<file path="src/hw/rtl/bcc_pkg.sv">
// Package for the balance car cascade controller.
// Holds field widths, register indexes, reset values and shared types.
// No dependencies; every other file imports it.
`default_nettype none

package bcc_pkg;

  // Field widths of the channels.
  localparam int TILT_W      = 17;
  localparam int RATE_W      = 20;
  localparam int COUNT_W     = 16;
  localparam int LINE_W      = 8;
  localparam int GAIN_W      = 24;
  localparam int ANGLE_W     = 17;
  localparam int LIMIT_W     = 16;
  localparam int OUT_W       = 24;
  localparam int CFG_INDEX_W = 3;
  localparam int CFG_DATA_W  = 24;

  // Controller state, Q.8.
  localparam int FS_W  = 26;
  localparam int SI_W  = 23;
  localparam int Q8_SH = 8;

  // Speed filter numerator and its magnitude for the serial divide.
  localparam int NUM_W   = 29;
  localparam int MAG_W   = 28;
  localparam int REM_W   = 3;
  localparam int DIVISOR = 5;

  // Integral update sum width and clamp.
  localparam int ISUM_W    = 28;
  localparam int INTEG_MAX = 2560000;

  // Serial multiply-accumulate lanes.
  localparam int XW       = 26;
  localparam int ACC_W    = XW + 2;
  localparam int FRAC_W   = 16;
  localparam int LOW_KEEP = GAIN_W - FRAC_W;
  localparam int QW       = ACC_W + LOW_KEEP;
  localparam int OUT_MAX  = 2 ** (OUT_W - 1) - 1;
  localparam int OUT_MIN  = -(2 ** (OUT_W - 1));

  // Sequencer step counter.
  localparam int CNT_W = $clog2(MAG_W);

  localparam int LINE_CENTER = 64;

  // Register indexes on the configuration port.
  localparam logic [CFG_INDEX_W-1:0] REG_BAL_PROP_GAIN  = 3'd0;
  localparam logic [CFG_INDEX_W-1:0] REG_BAL_DERIV_GAIN = 3'd1;
  localparam logic [CFG_INDEX_W-1:0] REG_VEL_PROP_GAIN  = 3'd2;
  localparam logic [CFG_INDEX_W-1:0] REG_VEL_INTEG_GAIN = 3'd3;
  localparam logic [CFG_INDEX_W-1:0] REG_TURN_KP        = 3'd4;
  localparam logic [CFG_INDEX_W-1:0] REG_TURN_KD        = 3'd5;
  localparam logic [CFG_INDEX_W-1:0] REG_BALANCE_ANGLE  = 3'd6;
  localparam logic [CFG_INDEX_W-1:0] REG_TILT_LIMIT     = 3'd7;

  // Register reset values.
  localparam logic [GAIN_W-1:0]  BAL_PROP_GAIN_RST  = GAIN_W'(51200);
  localparam logic [GAIN_W-1:0]  BAL_DERIV_GAIN_RST = GAIN_W'(256);
  localparam logic [GAIN_W-1:0]  VEL_PROP_GAIN_RST  = GAIN_W'(-13312);
  localparam logic [GAIN_W-1:0]  VEL_INTEG_GAIN_RST = GAIN_W'(-67);
  localparam logic [GAIN_W-1:0]  TURN_KP_RST        = GAIN_W'(4608);
  localparam logic [GAIN_W-1:0]  TURN_KD_RST        = GAIN_W'(46);
  localparam logic [ANGLE_W-1:0] BALANCE_ANGLE_RST  = ANGLE_W'(0);
  localparam logic [LIMIT_W-1:0] TILT_LIMIT_RST     = LIMIT_W'(20480);

  // Configuration register set.
  typedef struct packed {
    logic [GAIN_W-1:0]  bal_prop_gain;
    logic [GAIN_W-1:0]  bal_deriv_gain;
    logic [GAIN_W-1:0]  vel_prop_gain;
    logic [GAIN_W-1:0]  vel_integ_gain;
    logic [GAIN_W-1:0]  turn_kp;
    logic [GAIN_W-1:0]  turn_kd;
    logic [ANGLE_W-1:0] balance_angle;
    logic [LIMIT_W-1:0] tilt_limit;
  } cfg_t;

  // Control of one serial multiply-accumulate lane.
  typedef struct packed {
    logic load;
    logic step;
    logic last;
    logic low_en;
  } mac_ctrl_t;

  // Control of the serial divider.
  typedef struct packed {
    logic load;
    logic step;
  } div_ctrl_t;

endpackage

`default_nettype wire

</file>
<file path="src/hw/rtl/bcc_ifs.sv">
// Channel interfaces of the balance car cascade controller.
// Sensor, result and configuration channels; widths come from bcc_pkg.
`default_nettype none

// Sensor samples, one request per control tick.
interface bcc_sensor_if import bcc_pkg::*; ();
  logic                      valid;
  logic                      ready;
  logic signed [TILT_W-1:0]  tilt;
  logic signed [RATE_W-1:0]  tilt_rate;
  logic signed [COUNT_W-1:0] left_count;
  logic signed [COUNT_W-1:0] right_count;
  logic signed [COUNT_W-1:0] move_offset;
  logic        [LINE_W-1:0]  line_pos;
  logic signed [COUNT_W-1:0] yaw_rate;

  modport source (output valid, tilt, tilt_rate, left_count, right_count, move_offset,
                  line_pos, yaw_rate, input ready);
  modport sink (input valid, tilt, tilt_rate, left_count, right_count, move_offset,
                line_pos, yaw_rate, output ready);
endinterface

// Drive terms, one request per sensor request.
interface bcc_result_if import bcc_pkg::*; ();
  logic                    valid;
  logic                    ready;
  logic signed [OUT_W-1:0] balance_out;
  logic signed [OUT_W-1:0] velocity_out;
  logic signed [OUT_W-1:0] turn_out;
  logic                    tilted_over;

  modport source (output valid, balance_out, velocity_out, turn_out, tilted_over,
                  input ready);
  modport sink (input valid, balance_out, velocity_out, turn_out, tilted_over,
                output ready);
endinterface

// Register writes.
interface bcc_cfg_if import bcc_pkg::*; ();
  logic                   valid;
  logic                   ready;
  logic [CFG_INDEX_W-1:0] index;
  logic [CFG_DATA_W-1:0]  data;

  modport source (output valid, index, data, input ready);
  modport sink (input valid, index, data, output ready);
endinterface

`default_nettype wire

</file>
<file path="src/hw/rtl/bcc_regs.sv">
// Configuration register file of the balance car cascade controller.
// Depends on bcc_pkg and bcc_cfg_if.
`default_nettype none

module bcc_regs import bcc_pkg::*; (
  input  logic      clk,
  input  logic      rst,
  bcc_cfg_if.sink   cfg,
  output cfg_t      creg
);

  // Writes are always taken; the user must write only while idle; the block does not enforce it.
  assign cfg.ready = 1'b1;

  // Register writes, truncated to each register's width.
  always_ff @(posedge clk) begin
    if (rst) begin
      creg.bal_prop_gain  <= BAL_PROP_GAIN_RST;
      creg.bal_deriv_gain <= BAL_DERIV_GAIN_RST;
      creg.vel_prop_gain  <= VEL_PROP_GAIN_RST;
      creg.vel_integ_gain <= VEL_INTEG_GAIN_RST;
      creg.turn_kp        <= TURN_KP_RST;
      creg.turn_kd        <= TURN_KD_RST;
      creg.balance_angle  <= BALANCE_ANGLE_RST;
      creg.tilt_limit     <= TILT_LIMIT_RST;
    end else if (cfg.valid) begin
      case (cfg.index)
        REG_BAL_PROP_GAIN:  creg.bal_prop_gain  <= cfg.data[GAIN_W-1:0];
        REG_BAL_DERIV_GAIN: creg.bal_deriv_gain <= cfg.data[GAIN_W-1:0];
        REG_VEL_PROP_GAIN:  creg.vel_prop_gain  <= cfg.data[GAIN_W-1:0];
        REG_VEL_INTEG_GAIN: creg.vel_integ_gain <= cfg.data[GAIN_W-1:0];
        REG_TURN_KP:        creg.turn_kp        <= cfg.data[GAIN_W-1:0];
        REG_TURN_KD:        creg.turn_kd        <= cfg.data[GAIN_W-1:0];
        REG_BALANCE_ANGLE:  creg.balance_angle  <= cfg.data[ANGLE_W-1:0];
        REG_TILT_LIMIT:     creg.tilt_limit     <= cfg.data[LIMIT_W-1:0];
        default: begin
        end
      endcase
    end
  end

endmodule

`default_nettype wire

</file>
<file path="src/hw/rtl/bcc_div5.sv">
// Bit-serial divide by five with truncation toward zero, one quotient bit per step.
// Depends on bcc_pkg.
`default_nettype none

module bcc_div5 import bcc_pkg::*; (
  input  logic                     clk,
  input  div_ctrl_t                ctrl,
  input  logic signed [NUM_W-1:0]  num,
  output logic signed [FS_W-1:0]   quo
);

  logic [MAG_W-1:0] sh;
  logic [REM_W-1:0] rem;
  logic             neg;

  logic [NUM_W-1:0] num_mag;
  logic [REM_W:0]   trial;
  logic             ge;
  logic [MAG_W:0]   qmag;
  logic [MAG_W:0]   qsgn;

  // Magnitude of the dividend; the sign is put back at the end.
  assign num_mag = num[NUM_W-1] ? NUM_W'(-num) : NUM_W'(num);

  // Restoring step: bring down one dividend bit, subtract five when it fits.
  assign trial = {rem, sh[MAG_W-1]};
  assign ge    = (trial >= (REM_W + 1)'(DIVISOR));

  always_ff @(posedge clk) begin
    if (ctrl.load) begin
      sh  <= num_mag[MAG_W-1:0];
      rem <= '0;
      neg <= num[NUM_W-1];
    end else if (ctrl.step) begin
      sh  <= {sh[MAG_W-2:0], ge};
      rem <= ge ? REM_W'(trial - (REM_W + 1)'(DIVISOR)) : trial[REM_W-1:0];
    end
  end

  // After the last step the shift register holds the quotient magnitude.
  assign qmag = {1'b0, sh};
  assign qsgn = neg ? (MAG_W + 1)'(-qmag) : qmag;
  assign quo  = qsgn[FS_W-1:0];

endmodule

`default_nettype wire

</file>
<file path="src/hw/rtl/bcc_mac.sv">
// Bit-serial multiply-accumulate lane: g1*x1 + g2*x2, one gain bit per step,
// scaled down by 2^16 with truncation toward zero and saturated. Depends on bcc_pkg.
`default_nettype none

module bcc_mac import bcc_pkg::*; (
  input  logic                     clk,
  input  mac_ctrl_t                ctrl,
  input  logic [GAIN_W-1:0]        g1,
  input  logic [GAIN_W-1:0]        g2,
  input  logic signed [XW-1:0]     x1,
  input  logic signed [XW-1:0]     x2,
  output logic signed [OUT_W-1:0]  term
);

  logic [GAIN_W-1:0]       g1s;
  logic [GAIN_W-1:0]       g2s;
  logic signed [XW-1:0]    x1r;
  logic signed [XW-1:0]    x2r;
  logic signed [ACC_W-1:0] acc;
  logic [LOW_KEEP-1:0]     lowr;
  logic                    sticky;

  logic signed [ACC_W-1:0] sel1;
  logic signed [ACC_W-1:0] sel2;
  logic signed [ACC_W-1:0] addend;
  logic signed [ACC_W-1:0] sum;
  logic signed [QW-1:0]    quot;
  logic signed [QW-1:0]    quot_adj;
  logic                    round_up;

  // Partial products for the current gain bit; the gain sign bit weighs negative.
  assign sel1   = g1s[0] ? ACC_W'(x1r) : '0;
  assign sel2   = g2s[0] ? ACC_W'(x2r) : '0;
  assign addend = sel1 + sel2;
  assign sum    = ctrl.last ? (acc - addend) : (acc + addend);

  // The accumulator shifts right; bits that drop out keep the low product bits.
  always_ff @(posedge clk) begin
    if (ctrl.load) begin
      g1s    <= g1;
      g2s    <= g2;
      x1r    <= x1;
      x2r    <= x2;
      acc    <= '0;
      lowr   <= '0;
      sticky <= 1'b0;
    end else if (ctrl.step) begin
      g1s  <= g1s >> 1;
      g2s  <= g2s >> 1;
      acc  <= sum >>> 1;
      lowr <= {sum[0], lowr[LOW_KEEP-1:1]};
      if (ctrl.low_en) begin
        sticky <= sticky | sum[0];
      end
    end
  end

  // Floor of the product over 2^16, moved up by one for a negative inexact result.
  assign quot     = $signed({acc, lowr});
  assign round_up = acc[ACC_W-1] & sticky;
  assign quot_adj = quot + QW'(round_up);

  // Saturate to the output width.
  always_comb begin
    if (quot_adj > QW'(OUT_MAX)) begin
      term = OUT_W'(OUT_MAX);
    end else if (quot_adj < QW'(OUT_MIN)) begin
      term = OUT_W'(OUT_MIN);
    end else begin
      term = quot_adj[OUT_W-1:0];
    end
  end

endmodule

`default_nettype wire

</file>
<file path="src/hw/rtl/balance_car_cascade_controller.sv">
// Balance car cascade controller: balance PD, velocity PI and turn PD per control tick.
// Depends on bcc_pkg, bcc_ifs, bcc_regs, bcc_div5 and bcc_mac.
//
// Channels: the sensor channel takes one request per tick (tilt, gyro rate, wheel
// counts, movement offset, line position, yaw rate); the result channel returns one
// request with the three drive terms and the tilt-shutdown flag. The cfg channel
// writes gain, balance angle and limit registers and is always ready; write it only while idle.
//
// Sequence: a request is taken only in idle, so the next one waits until the last result
// is loaded. The speed filter divides by five one bit per cycle, the S_FS and S_INTEG
// states update the filter and integral state, three serial multiply lanes then walk
// the 24 gain bits in parallel, and the S_FIN state loads the output register.
//
// Reset clears the filtered speed and the speed integral and loads the default gains, balance angle and tilt limit.
// The result sits in an output register: a new sensor request is accepted while it
// waits, and if the receiver still stalls when the next result is done, the block
// holds that result until the output register frees.
`default_nettype none

module balance_car_cascade_controller import bcc_pkg::*; (
  input  logic         clk,
  input  logic         rst,
  bcc_cfg_if.sink      cfg,
  bcc_sensor_if.sink   sensor,
  bcc_result_if.source result
);

  // Sequencer states.
  localparam logic [2:0] S_IDLE  = 3'd0;
  localparam logic [2:0] S_DIV   = 3'd1;
  localparam logic [2:0] S_FS    = 3'd2;
  localparam logic [2:0] S_INTEG = 3'd3;
  localparam logic [2:0] S_MAC   = 3'd4;
  localparam logic [2:0] S_FIN   = 3'd5;

  localparam logic [CNT_W-1:0] DIV_LAST = CNT_W'(MAG_W - 1);
  localparam logic [CNT_W-1:0] MAC_LAST = CNT_W'(GAIN_W - 1);
  localparam logic [CNT_W-1:0] LOW_END  = CNT_W'(FRAC_W);

  localparam logic signed [ISUM_W-1:0] ISUM_HI = ISUM_W'(INTEG_MAX);
  localparam logic signed [ISUM_W-1:0] ISUM_LO = ISUM_W'(-INTEG_MAX);
  localparam logic signed [SI_W-1:0]   SI_HI   = SI_W'(INTEG_MAX);
  localparam logic signed [SI_W-1:0]   SI_LO   = SI_W'(-INTEG_MAX);

  cfg_t creg;

  logic [2:0]                 state;
  logic [2:0]                 state_next;
  logic [CNT_W-1:0]           cnt;
  logic signed [FS_W-1:0]     fs;
  logic signed [SI_W-1:0]     si;
  logic signed [COUNT_W-1:0]  move_q;
  logic                       over_q;
  logic                       res_valid;
  logic signed [OUT_W-1:0]    res_balance;
  logic signed [OUT_W-1:0]    res_velocity;
  logic signed [OUT_W-1:0]    res_turn;
  logic                       res_tilted;

  logic                       take;
  logic                       fin_load;
  logic signed [NUM_W-1:0]    fs_x;
  logic signed [NUM_W-1:0]    wheel_sum;
  logic signed [NUM_W-1:0]    num;
  logic signed [FS_W-1:0]     div_quo;
  logic signed [TILT_W:0]     tilt_x;
  logic [TILT_W:0]            tilt_mag;
  logic                       over;
  logic signed [TILT_W:0]     angle_err;
  logic signed [LINE_W:0]     line_err;
  logic signed [COUNT_W:0]    yaw_neg;
  logic signed [ISUM_W-1:0]   isum;
  logic signed [SI_W-1:0]     si_clamp;
  logic signed [XW-1:0]       bal_x1;
  logic signed [XW-1:0]       bal_x2;
  logic signed [XW-1:0]       turn_x1;
  logic signed [XW-1:0]       turn_x2;
  logic signed [XW-1:0]       vel_x2;
  logic signed [OUT_W-1:0]    bal_term;
  logic signed [OUT_W-1:0]    vel_term;
  logic signed [OUT_W-1:0]    turn_term;
  div_ctrl_t                  div_ctrl;
  mac_ctrl_t                  bal_ctrl;
  mac_ctrl_t                  vel_ctrl;
  mac_ctrl_t                  turn_ctrl;

  bcc_regs u_regs (
    .clk  (clk),
    .rst  (rst),
    .cfg  (cfg),
    .creg (creg)
  );

  // Handshakes.
  assign sensor.ready = (state == S_IDLE);
  assign take         = sensor.valid && sensor.ready;
  assign fin_load     = (state == S_FIN) && (!res_valid || result.ready);

  // Speed filter numerator: 4*fs + 256*(left + right).
  assign fs_x      = NUM_W'(fs);
  assign wheel_sum = NUM_W'(sensor.left_count) + NUM_W'(sensor.right_count);
  assign num       = (fs_x <<< 2) + (wheel_sum <<< Q8_SH);

  // Tilt-over test on the raw tilt.
  assign tilt_x   = (TILT_W + 1)'(sensor.tilt);
  assign tilt_mag = tilt_x[TILT_W] ? (TILT_W + 1)'(-tilt_x) : (TILT_W + 1)'(tilt_x);
  assign over     = (tilt_mag > (TILT_W + 1)'(creg.tilt_limit));

  // Lane operands for the balance and turn terms. The turn term is negated by
  // feeding the negated line error and yaw, both pre-scaled by 256.
  assign angle_err = (TILT_W + 1)'(sensor.tilt) - (TILT_W + 1)'($signed(creg.balance_angle));
  assign line_err  = (LINE_W + 1)'(LINE_CENTER) - $signed({1'b0, sensor.line_pos});
  assign yaw_neg   = -((COUNT_W + 1)'(sensor.yaw_rate));
  assign bal_x1    = XW'(angle_err);
  assign bal_x2    = XW'(sensor.tilt_rate);
  assign turn_x1   = XW'(line_err) <<< Q8_SH;
  assign turn_x2   = XW'(yaw_neg) <<< Q8_SH;

  // Integral update with clamp.
  assign isum = ISUM_W'(si) + ISUM_W'(fs) - (ISUM_W'(move_q) <<< Q8_SH);
  always_comb begin
    if (isum > ISUM_HI) begin
      si_clamp = SI_HI;
    end else if (isum < ISUM_LO) begin
      si_clamp = SI_LO;
    end else begin
      si_clamp = isum[SI_W-1:0];
    end
  end
  assign vel_x2 = XW'(si_clamp);

  // Unit controls.
  assign div_ctrl.load = take;
  assign div_ctrl.step = (state == S_DIV);

  assign bal_ctrl.load    = take;
  assign bal_ctrl.step    = (state == S_MAC);
  assign bal_ctrl.last    = (cnt == MAC_LAST);
  assign bal_ctrl.low_en  = (cnt < LOW_END);
  assign turn_ctrl        = bal_ctrl;
  assign vel_ctrl.load    = (state == S_INTEG);
  assign vel_ctrl.step    = bal_ctrl.step;
  assign vel_ctrl.last    = bal_ctrl.last;
  assign vel_ctrl.low_en  = bal_ctrl.low_en;

  bcc_div5 u_div (
    .clk  (clk),
    .ctrl (div_ctrl),
    .num  (num),
    .quo  (div_quo)
  );

  bcc_mac u_bal (
    .clk  (clk),
    .ctrl (bal_ctrl),
    .g1   (creg.bal_prop_gain),
    .g2   (creg.bal_deriv_gain),
    .x1   (bal_x1),
    .x2   (bal_x2),
    .term (bal_term)
  );

  bcc_mac u_vel (
    .clk  (clk),
    .ctrl (vel_ctrl),
    .g1   (creg.vel_prop_gain),
    .g2   (creg.vel_integ_gain),
    .x1   (fs),
    .x2   (vel_x2),
    .term (vel_term)
  );

  bcc_mac u_turn (
    .clk  (clk),
    .ctrl (turn_ctrl),
    .g1   (creg.turn_kp),
    .g2   (creg.turn_kd),
    .x1   (turn_x1),
    .x2   (turn_x2),
    .term (turn_term)
  );

  // Sequencer next state.
  always_comb begin
    state_next = state;
    case (state)
      S_IDLE:  if (take) state_next = S_DIV;
      S_DIV:   if (cnt == DIV_LAST) state_next = S_FS;
      S_FS:    state_next = S_INTEG;
      S_INTEG: state_next = S_MAC;
      S_MAC:   if (cnt == MAC_LAST) state_next = S_FIN;
      S_FIN:   if (fin_load) state_next = S_IDLE;
      default: state_next = S_IDLE;
    endcase
  end

  // Sequencer, step counter and controller state.
  always_ff @(posedge clk) begin
    if (rst) begin
      state <= S_IDLE;
      cnt   <= '0;
      fs    <= '0;
      si    <= '0;
    end else begin
      state <= state_next;
      if (state == S_DIV || state == S_MAC) begin
        cnt <= (cnt == DIV_LAST || state_next != state) ? '0 : cnt + 1'b1;
      end else begin
        cnt <= '0;
      end
      if (state == S_FS) begin
        fs <= div_quo;
      end
      if (state == S_INTEG) begin
        si <= over_q ? '0 : si_clamp;
      end
    end
  end

  // Per-request values held while the request is worked on.
  always_ff @(posedge clk) begin
    if (take) begin
      move_q <= sensor.move_offset;
      over_q <= over;
    end
  end

  // Output register.
  always_ff @(posedge clk) begin
    if (rst) begin
      res_valid <= 1'b0;
    end else if (fin_load) begin
      res_valid <= 1'b1;
    end else if (result.ready) begin
      res_valid <= 1'b0;
    end
  end

  always_ff @(posedge clk) begin
    if (fin_load) begin
      res_balance  <= bal_term;
      res_velocity <= vel_term;
      res_turn     <= turn_term;
      res_tilted   <= over_q;
    end
  end

  assign result.valid        = res_valid;
  assign result.balance_out  = res_balance;
  assign result.velocity_out = res_velocity;
  assign result.turn_out     = res_turn;
  assign result.tilted_over  = res_tilted;

  // An accepted request always starts the divide.
  a_take_starts_div: assert property (@(posedge clk) disable iff (rst)
    take |=> (state == S_DIV))
    else $error("accepted request did not start the divide");

  // The speed integral never leaves its clamp range.
  a_integ_bounded: assert property (@(posedge clk) disable iff (rst)
    (si <= SI_HI) && (si >= SI_LO))
    else $error("speed integral outside clamp range");

  // A tilted-over request clears the integral after its update.
  a_tilt_clears: assert property (@(posedge clk) disable iff (rst)
    ((state == S_INTEG) && over_q) |=> (si == '0))
    else $error("speed integral not cleared after tilt-over");

  // The multiply phase ends on its last gain-bit step.
  a_mac_length: assert property (@(posedge clk) disable iff (rst)
    ((state == S_MAC) && (cnt == MAC_LAST)) |=> (state == S_FIN))
    else $error("multiply phase did not end on its last step");

endmodule

`default_nettype wire
</file>
<file path="src/flat_wrapper.sv">
// flat-port wrapper written by rule: the top's interface ports become plain ports
module balance_car_cascade_controller_flat import bcc_pkg::*;
  (clk, rst, cfg_valid, cfg_index, cfg_data, cfg_ready, sensor_valid, sensor_tilt, sensor_tilt_rate, sensor_left_count, sensor_right_count, sensor_move_offset, sensor_line_pos, sensor_yaw_rate, sensor_ready, result_valid, result_balance_out, result_velocity_out, result_turn_out, result_tilted_over, result_ready);
  bcc_cfg_if cfg_i ();
  bcc_sensor_if sensor_i ();
  bcc_result_if result_i ();
  input  logic clk;
  input  logic rst;
  input wire logic [$bits(cfg_i.valid)-1:0] cfg_valid;
  input wire logic [$bits(cfg_i.index)-1:0] cfg_index;
  input wire logic [$bits(cfg_i.data)-1:0] cfg_data;
  output wire logic [$bits(cfg_i.ready)-1:0] cfg_ready;
  input wire logic [$bits(sensor_i.valid)-1:0] sensor_valid;
  input wire logic [$bits(sensor_i.tilt)-1:0] sensor_tilt;
  input wire logic [$bits(sensor_i.tilt_rate)-1:0] sensor_tilt_rate;
  input wire logic [$bits(sensor_i.left_count)-1:0] sensor_left_count;
  input wire logic [$bits(sensor_i.right_count)-1:0] sensor_right_count;
  input wire logic [$bits(sensor_i.move_offset)-1:0] sensor_move_offset;
  input wire logic [$bits(sensor_i.line_pos)-1:0] sensor_line_pos;
  input wire logic [$bits(sensor_i.yaw_rate)-1:0] sensor_yaw_rate;
  output wire logic [$bits(sensor_i.ready)-1:0] sensor_ready;
  output wire logic [$bits(result_i.valid)-1:0] result_valid;
  output wire logic [$bits(result_i.balance_out)-1:0] result_balance_out;
  output wire logic [$bits(result_i.velocity_out)-1:0] result_velocity_out;
  output wire logic [$bits(result_i.turn_out)-1:0] result_turn_out;
  output wire logic [$bits(result_i.tilted_over)-1:0] result_tilted_over;
  input wire logic [$bits(result_i.ready)-1:0] result_ready;
  assign cfg_i.valid = cfg_valid;
  assign cfg_i.index = cfg_index;
  assign cfg_i.data = cfg_data;
  assign cfg_ready = cfg_i.ready;
  assign sensor_i.valid = sensor_valid;
  assign sensor_i.tilt = sensor_tilt;
  assign sensor_i.tilt_rate = sensor_tilt_rate;
  assign sensor_i.left_count = sensor_left_count;
  assign sensor_i.right_count = sensor_right_count;
  assign sensor_i.move_offset = sensor_move_offset;
  assign sensor_i.line_pos = sensor_line_pos;
  assign sensor_i.yaw_rate = sensor_yaw_rate;
  assign sensor_ready = sensor_i.ready;
  assign result_valid = result_i.valid;
  assign result_balance_out = result_i.balance_out;
  assign result_velocity_out = result_i.velocity_out;
  assign result_turn_out = result_i.turn_out;
  assign result_tilted_over = result_i.tilted_over;
  assign result_i.ready = result_ready;
  balance_car_cascade_controller u_core (.clk(clk), .rst(rst), .cfg(cfg_i), .sensor(sensor_i), .result(result_i));
endmodule
</file>
<file path="config.mk">
export PLATFORM = sky130hd
export DESIGN_NAME = balance_car_cascade_controller_flat
export DESIGN_NICKNAME = d
export VERILOG_FILES = /design/src/hw/rtl/bcc_pkg.sv /design/src/hw/rtl/bcc_ifs.sv /design/src/hw/rtl/bcc_regs.sv /design/src/hw/rtl/bcc_div5.sv /design/src/hw/rtl/bcc_mac.sv /design/src/hw/rtl/balance_car_cascade_controller.sv /design/src/flat_wrapper.sv
export SDC_FILE = /design/constraint.sdc
export NUM_CORES = 2
export LEC_CHECK = 0
export ABC_AREA = 1
export BUFFER_PORTS_ARGS = -buffer_cell sky130_fd_sc_hd__buf_2
export CAP_MARGIN = 40
export CORE_AREA = 8 8 344 346
export CTS_CLUSTER_SIZE = 20
export DETAILED_ROUTE_END_ITERATION = 8
export DIE_AREA = 0 0 352 354
export PLACE_DENSITY = 0.61
export SYNTH_ARGS = -nofsm -noshare
export SYNTH_HDL_FRONTEND = slang
export SYNTH_SLANG_ARGS = --single-unit
</file>
<file path="constraint.sdc">
create_clock -name clk -period 4.8 [get_ports clk]
set_input_delay 0.48 -clock clk [delete_from_list [all_inputs] [get_ports clk]]
set_output_delay 0.48 -clock clk [all_outputs]
set_load 0.005 [all_outputs]
</file>
### Yosys cells after proc, flatten, opt, wreduce, memory -nomap -nowiden

Cells that the tools add are included.
Widths: inputs -> output; s select.

| storage, ports and cells | value |
|---|---|
| register bits | 722 |
| input port bits | 141 |
| output and inout bits | 76 |
| word-level logic and storage cells | 162 |

| operators by class | value |
|---|---|
| $add $sub $neg | 24 |
| order comparisons | 11 |
| equality and inequality tests | 15 |
| mux-type cells | 40 |
| bitwise logic cells | 7 |
| reduce and logical (&&, ||, !) cells | 22 |

Operator list:

| operator | count |
|---|---|
| $mux 24 | 15 |
| $mux 28 | 12 |
| $add 35x2->36 | 3 |
| $gt 36x24->1 const B | 3 |
| $lt 36x24->1 const B | 3 |
| $add 27x28->28 | 3 |
| $add 28x28->28 | 3 |
| $sub 27x28->28 | 3 |
| $mux 23 | 3 |
| $add 28x25->29 | 1 |
| $gt 28x23->1 const B | 1 |
| $lt 28x23->1 const B | 1 |
| $neg 28->28 | 1 |
| $sub 27x24->28 | 1 |
| $add 23x26->27 | 1 |
| $mux 26 | 1 |
| $neg 26->26 | 1 |
| $eq 3x3->1 const B | 6 |
| $gt 18x16->1 | 1 |
| $mux 18 | 1 |
| $neg 17->18 | 1 |
| $pmux 3 s6 | 1 |
| $reduce_and 2->1 | 9 |
| $sub 17x17->18 | 1 |
| 22 further kinds | 43 |

### Longest topological paths before layout

| depth | value |
|---|---|
| depth after elaboration | 8 |
| gate-level depth with buffers | 38 |
| mapped depth without buffers | 36 |

### By module

From an unflattened synthesis, not the netlist that was laid out.

| second synthesis, totals | value |
|---|---|
| cell total of the unflattened synthesis | 7555 |
| area total of the unflattened synthesis | 52888.2 um2 |

By module, submodules not included:

| module | instances | cells each | area each (um2) | seq. area each (um2) |
|---|---|---|---|---|
| bcc_mac at u_core.u_bal ... | 2 | 1530 | 10512.6 | 3723.6 |
| balance_car_cascade_controller | 1 | 1553 | 11547.3 | 3863.7 |
| bcc_mac at u_core.u_vel | 1 | 1538 | 10531.4 | 3723.6 |
| bcc_regs | 1 | 958 | 6822.8 | 3543.4 |
| bcc_div5 | 1 | 446 | 2961.6 | 930.9 |

### Least setup slack after synthesis

OpenSTA, ideal clock, no wires.

| timing | value |
|---|---|
| path kind | flip-flop to flip-flop |
| start | register u_core.u_bal.g1s[0] |
| end | register u_core.u_bal.acc[26] (netlist name) |
| library setup time | 0.109 ns |
| arrival time | 4.505 ns |
| slack | 0.187 ns |
| stages on the path, launching flop included | 32 |
| buffers on the path | 2 |
| clock period less this slack | 4.613 ns |
| path through | edfxtp_1 -> clkbuf_1 -> clkbuf_1 -> nand2_1 -> inv_1 -> ha_1 -> inv_1 -> fa_1 -> inv_1 -> nand3_1 -> nand2_1 -> a21oi_2 -> o21ai_1 -> xnor2_1 -> nand2_1 -> nor2_1 -> nor2_1 -> xor2_1 -> ha_1 -> nand2_1 -> nor2_1 -> nand4_1 -> o21ai_0 -> a21oi_1 -> o21bai_1 -> a21boi_0 -> o21ai_0 -> inv_1 -> nand2_1 -> nand3_1 -> nand2_1 -> inv_1 |

| between the ends | value |
|---|---|
| longest elaborated chain between the ends | 4 |

RTL lines:

| item | line | source |
|---|---|---|
| start, declared | bcc_mac.sv:15 | `logic [GAIN_W-1:0] g1s;` |
| start signal, assigned | bcc_mac.sv:40 | `g1s <= g1;` |
| start signal, assigned | bcc_mac.sv:48 | `g1s <= g1s >> 1;` |
| $mux 28 (*) | bcc_mac.sv:32 | `assign sel1 = g1s[0] ? ACC_W'(x1r) : '0;` |
| $add 28x28->28 (*) | bcc_mac.sv:34 | `assign addend = sel1 + sel2;` |
| $add 27x28->28 / $sub 27x28->28 (equally long branches) | bcc_mac.sv:35 | `assign sum = ctrl.last ? (acc - addend) : (acc + addend);` |
| $mux 28 (*) | bcc_mac.sv:35 |  |

Every way passes the cells marked *; elsewhere a longest branch is shown, timed or not.
A chain may end at the register's enable or synchronous reset.

### Final worst setup path

| timing | value |
|---|---|
| start | register u_core.u_vel.g2s[0] |
| end | register u_core.u_vel.acc[26] (netlist name) |

| between the ends | value |
|---|---|
| longest elaborated chain between the ends | 4 |

RTL lines:

| item | line | source |
|---|---|---|
| start, declared | bcc_mac.sv:16 | `logic [GAIN_W-1:0] g2s;` |
| start signal, assigned | bcc_mac.sv:41 | `g2s <= g2;` |
| start signal, assigned | bcc_mac.sv:49 | `g2s <= g2s >> 1;` |
| $mux 28 (*) | bcc_mac.sv:33 | `assign sel2 = g2s[0] ? ACC_W'(x2r) : '0;` |
| $add 28x28->28 (*) | bcc_mac.sv:34 |  |
| $add 27x28->28 / $sub 27x28->28 (equally long branches) | bcc_mac.sv:35 |  |
| $mux 28 (*) | bcc_mac.sv:35 |  |

Marks and branches as above.

==> results.toml <==
[final_layout]
nets = 6857
fin_area_um2 = 53100
layout-drive-gt1-share = 0.103
layout.cells.non_filler = 8019
final_cell_mix = "nand2_1 (1714), inv_1 (880), nor2_1 (547), edfxtp_1 (376), dfxtp_1 (346)"
layout_commonest_cell = "nand2_1"
fillCellCount = 11348
multi_input_area_um2 = 24100
regArea_um2 = 18200
areaGrowthSynthToFinish_pct = 15.6
final_util = 0.469

[floorplanning]
die-height_um = 354
start_util = 0.406
core_area_um2 = 113000
rows = 124
io_pins = 217
dieArea_um2 = 125000
die_w_um = 352

[worst_setup_path]
r2r-start = "u_core.u_vel.g2s[0]"
critical_path_arrival_ns = 5.13
start_kind = "flip-flop"
worst_path_max_delay_cell = "fa_2"
worst_path_largest_cell_delay_ns = 0.45
ff2ff_path_depth = 30
rr_endpoint = "u_core.u_vel.acc[26]"
crit_required_ns = 5.35
critical_path_class = "flip-flop to flip-flop"
rrSetupSlack_ns = 0.22
cp_common_cell = "o21ai_1"
crit_path_end_kind = "flip-flop"
crit_fanout = 22

[yosys]
syn_area_per_cell_um2 = 7.45
syn_inst = 6163
synth_edf_count = 376
synth_top_flop_cell = "edfxtp_1"
yosys_warnings = 0
synth_area_um2 = 45900
ys_ff_latch = 722
synth.distinct_cells = 66
synth_seq_area_share = 0.397
synth_nets = 6586
async_flop_share = 0

[clock_network]
cts_root_buffer = "clkbuf_16"
cts_made_buffers = 84
clock_latency_ns = 0.67
cts_tree = "done"
cts_max_level = 3
max-clock-path-buffers = 3
clk_pin_slew_ns = 0.06
clock-sinks = 722

[min_path]
min_to = "u_core.u_bal.x2r[18]"
whs_path_depth = 1
min-delay-start = "sensor_tilt_rate[18]"
hp-class = "input port to flip-flop"

[routing]
routed_wl_mm = 128
vias = 39841
drtAntennaViolNets = 0
first_iter_violations = 2716
avgRoutedWirePerCell_um = 16.0
drt_pass1_iterations = 6
remaining_drc_errors = 0
vias_per_cell = 4.97

[placement]
postPlaceCellArea_um2 = 49100
dp.cells = 7799
place_hpwl_mm = 95.0
port_buffers = 215
place_congestion = 0.964
preCtsSetupSlack_ns = -0.0238

[sta]
fmax_mhz = 218
final_hold_viol_count = 0
tightest_slew_ns = 0.999
fin_hold_ws_ns = 0.0527
setup_viol = 0
slew_viol_final = 0
slew_headroom = 0.334
fin_ws_ns = 0.220
period_share = 0.954
fin_crit_ns = 4.58
fin_worst_skew_ns = 0.0575
rsz0062_at_grt = "true"

[pwr]
ir_drop_mv = 0.236
p_leak_nw = 25.8
powerDensity_nw_per_um2 = 310

[global_route]
grt_overflow_total = 0
grt_use_total = 0.196
grt_max_degree = 183
grt_pass1_vias = 37667
antenna_found_initial = 4
grt_pass1_wl_mm = 203

[status]
status = "finished, final reports clean"

[flow_run]
cap_violations = 0
[worst max-delay path, delay by kind of cell (launching register included)]
kind                       cells  cell delay [ns]
and+or+nand+nor               13             1.55
xor gates and xnor gates       1             0.15
buffers and inverters          5             0.44
AOI/OAI and AO/OA              8             1.00
adders and majority gates      3             0.94
DFF                            1             0.43
[synth_stat cells, drive strengths merged (97+ instances only)]
cell | number | area share
nand3 | 239 | 0.028
clkbuf | 151 | 0.012
ha | 256 | 0.070
xnor2 | 97 | 0.019
a21oi | 313 | 0.035
edfxtp | 376 | 0.25
nand2 | 1753 | 0.14
xor2 | 261 | 0.050
nor2 | 589 | 0.050
inv | 894 | 0.073
o21ai | 373 | 0.042
dfxtp | 346 | 0.15
[power by group]
| part | internal (mW) | leakage [nW] | total, mW | switching [mW] |
|---|---|---|---|---|
| Sequential | 6.81 | 6.35 | 7.00 | 0.188 |
| Combinational | 1.02 | 18.1 | 2.80 | 1.78 |
| Clock | 3.92 | 1.40 | 6.68 | 2.76 |
| Total | 11.8 | 25.8 | 16.5 | 4.73 |
[timing repair]
item                                    4_1_cts  5_1_grt
pin swaps                                     0       49
gates resized for setup                       2      148
endpoints found under the hold margin        36        0
gates cloned                                  0        1
hold buffers                                 36        0
endpoints found under the setup margin        3       25
buffers inserted                              1       23
[stage by stage]
step / power (mW) / TNS, ns
finish: 16.5 / 0
detailed placement: 9.81 / -0.0543
global placement: 9.77 / 0
global route: 17.3 / -0.644
CTS: 16.6 / 0
floorplan: 9.02 / 0
[per-layer routing]
layer,share of wire,vias up,global-route usage
li1,-,20464,-
met1,0.47,18391,0.268
met2,0.47,812,0.329
met3,0.044,174,0.0258
met4,0.021,0,0.0488
met5,0,-,0
[area by class of cell]
| cell class | instances | area share |
|---|---|---|
| repair buffers | 369 | 0.0485 |
| multi-input cells | 4360 | 0.455 |
| clock inverters | 44 | 0.0108 |
| diodes | 3 | 0.000141 |
| flip-flops and latches | 722 | 0.343 |
| well taps | 1512 | 0.0356 |
| clock buffers | 112 | 0.0435 |
| inverters | 897 | 0.0636 |
[registers in the layout (all words and copies together), names as in the netlist, 9 cells and up]
signal,cells
u_core.u_turn.x2r,17
u_core.u_vel.g2s,24
u_core.fs,26
u_core.result.balance_out,24
u_core.u_vel.acc,27
u_core.u_vel.g1s,24
u_core.u_bal.g1s,24
u_core.u_bal.acc,27
u_core.u_div.sh,28
u_core.u_turn.g1s,24
u_core.si,23
u_core.u_bal.g2s,24
u_core.u_bal.x1r,18
u_core.u_bal.x2r,20
u_core.move_q,16
u_core.u_turn.x1r,9
u_core.u_turn.g2s,24
u_core.result.velocity_out,24
u_core.u_regs.creg,177
u_core.result.turn_out,24
u_core.u_vel.x1r,26
u_core.u_turn.acc,27
u_core.u_vel.x2r,23
[worst max path at each step]
stage | cells after the start | startpoint | slack (ns) | to
6_report | 30 | u_core.u_vel.g2s[0] | 0.22 | u_core.u_vel.acc[26]
5_1_grt | 30 | u_core.u_vel.g1s[0] | -0.16 | u_core.u_vel.acc[26]
4_1_cts | 35 | u_core.u_vel.g2s[0] | 0.0009 | u_core.u_vel.acc[26]
3_5_place_dp | 28 | sensor_right_count[2] | -0.02 | u_core.u_div.sh[24]
3_3_place_gp | 29 | u_core.u_bal.g1s[0] | 0.08 | u_core.u_bal.acc[26]
2_1_floorplan | 31 | u_core.u_bal.g1s[0] | 0.19 | u_core.u_bal.acc[26]
[logic make-up after synthesis]
family / after synthesis / synth area share
XOR/XNOR: 358 / 0.0684
AND/OR/NAND/NOR: 2857 / 0.259
AO/OA/AOI/OAI: 862 / 0.104
flip-flops: 722 / 0.397
buffers and inverters: 1081 / 0.0908
adder cells (fa/ha/maj): 282 / 0.0811
other: 1 / 0.0000817
No activity file was read; power rests on OpenSTA's default activity.
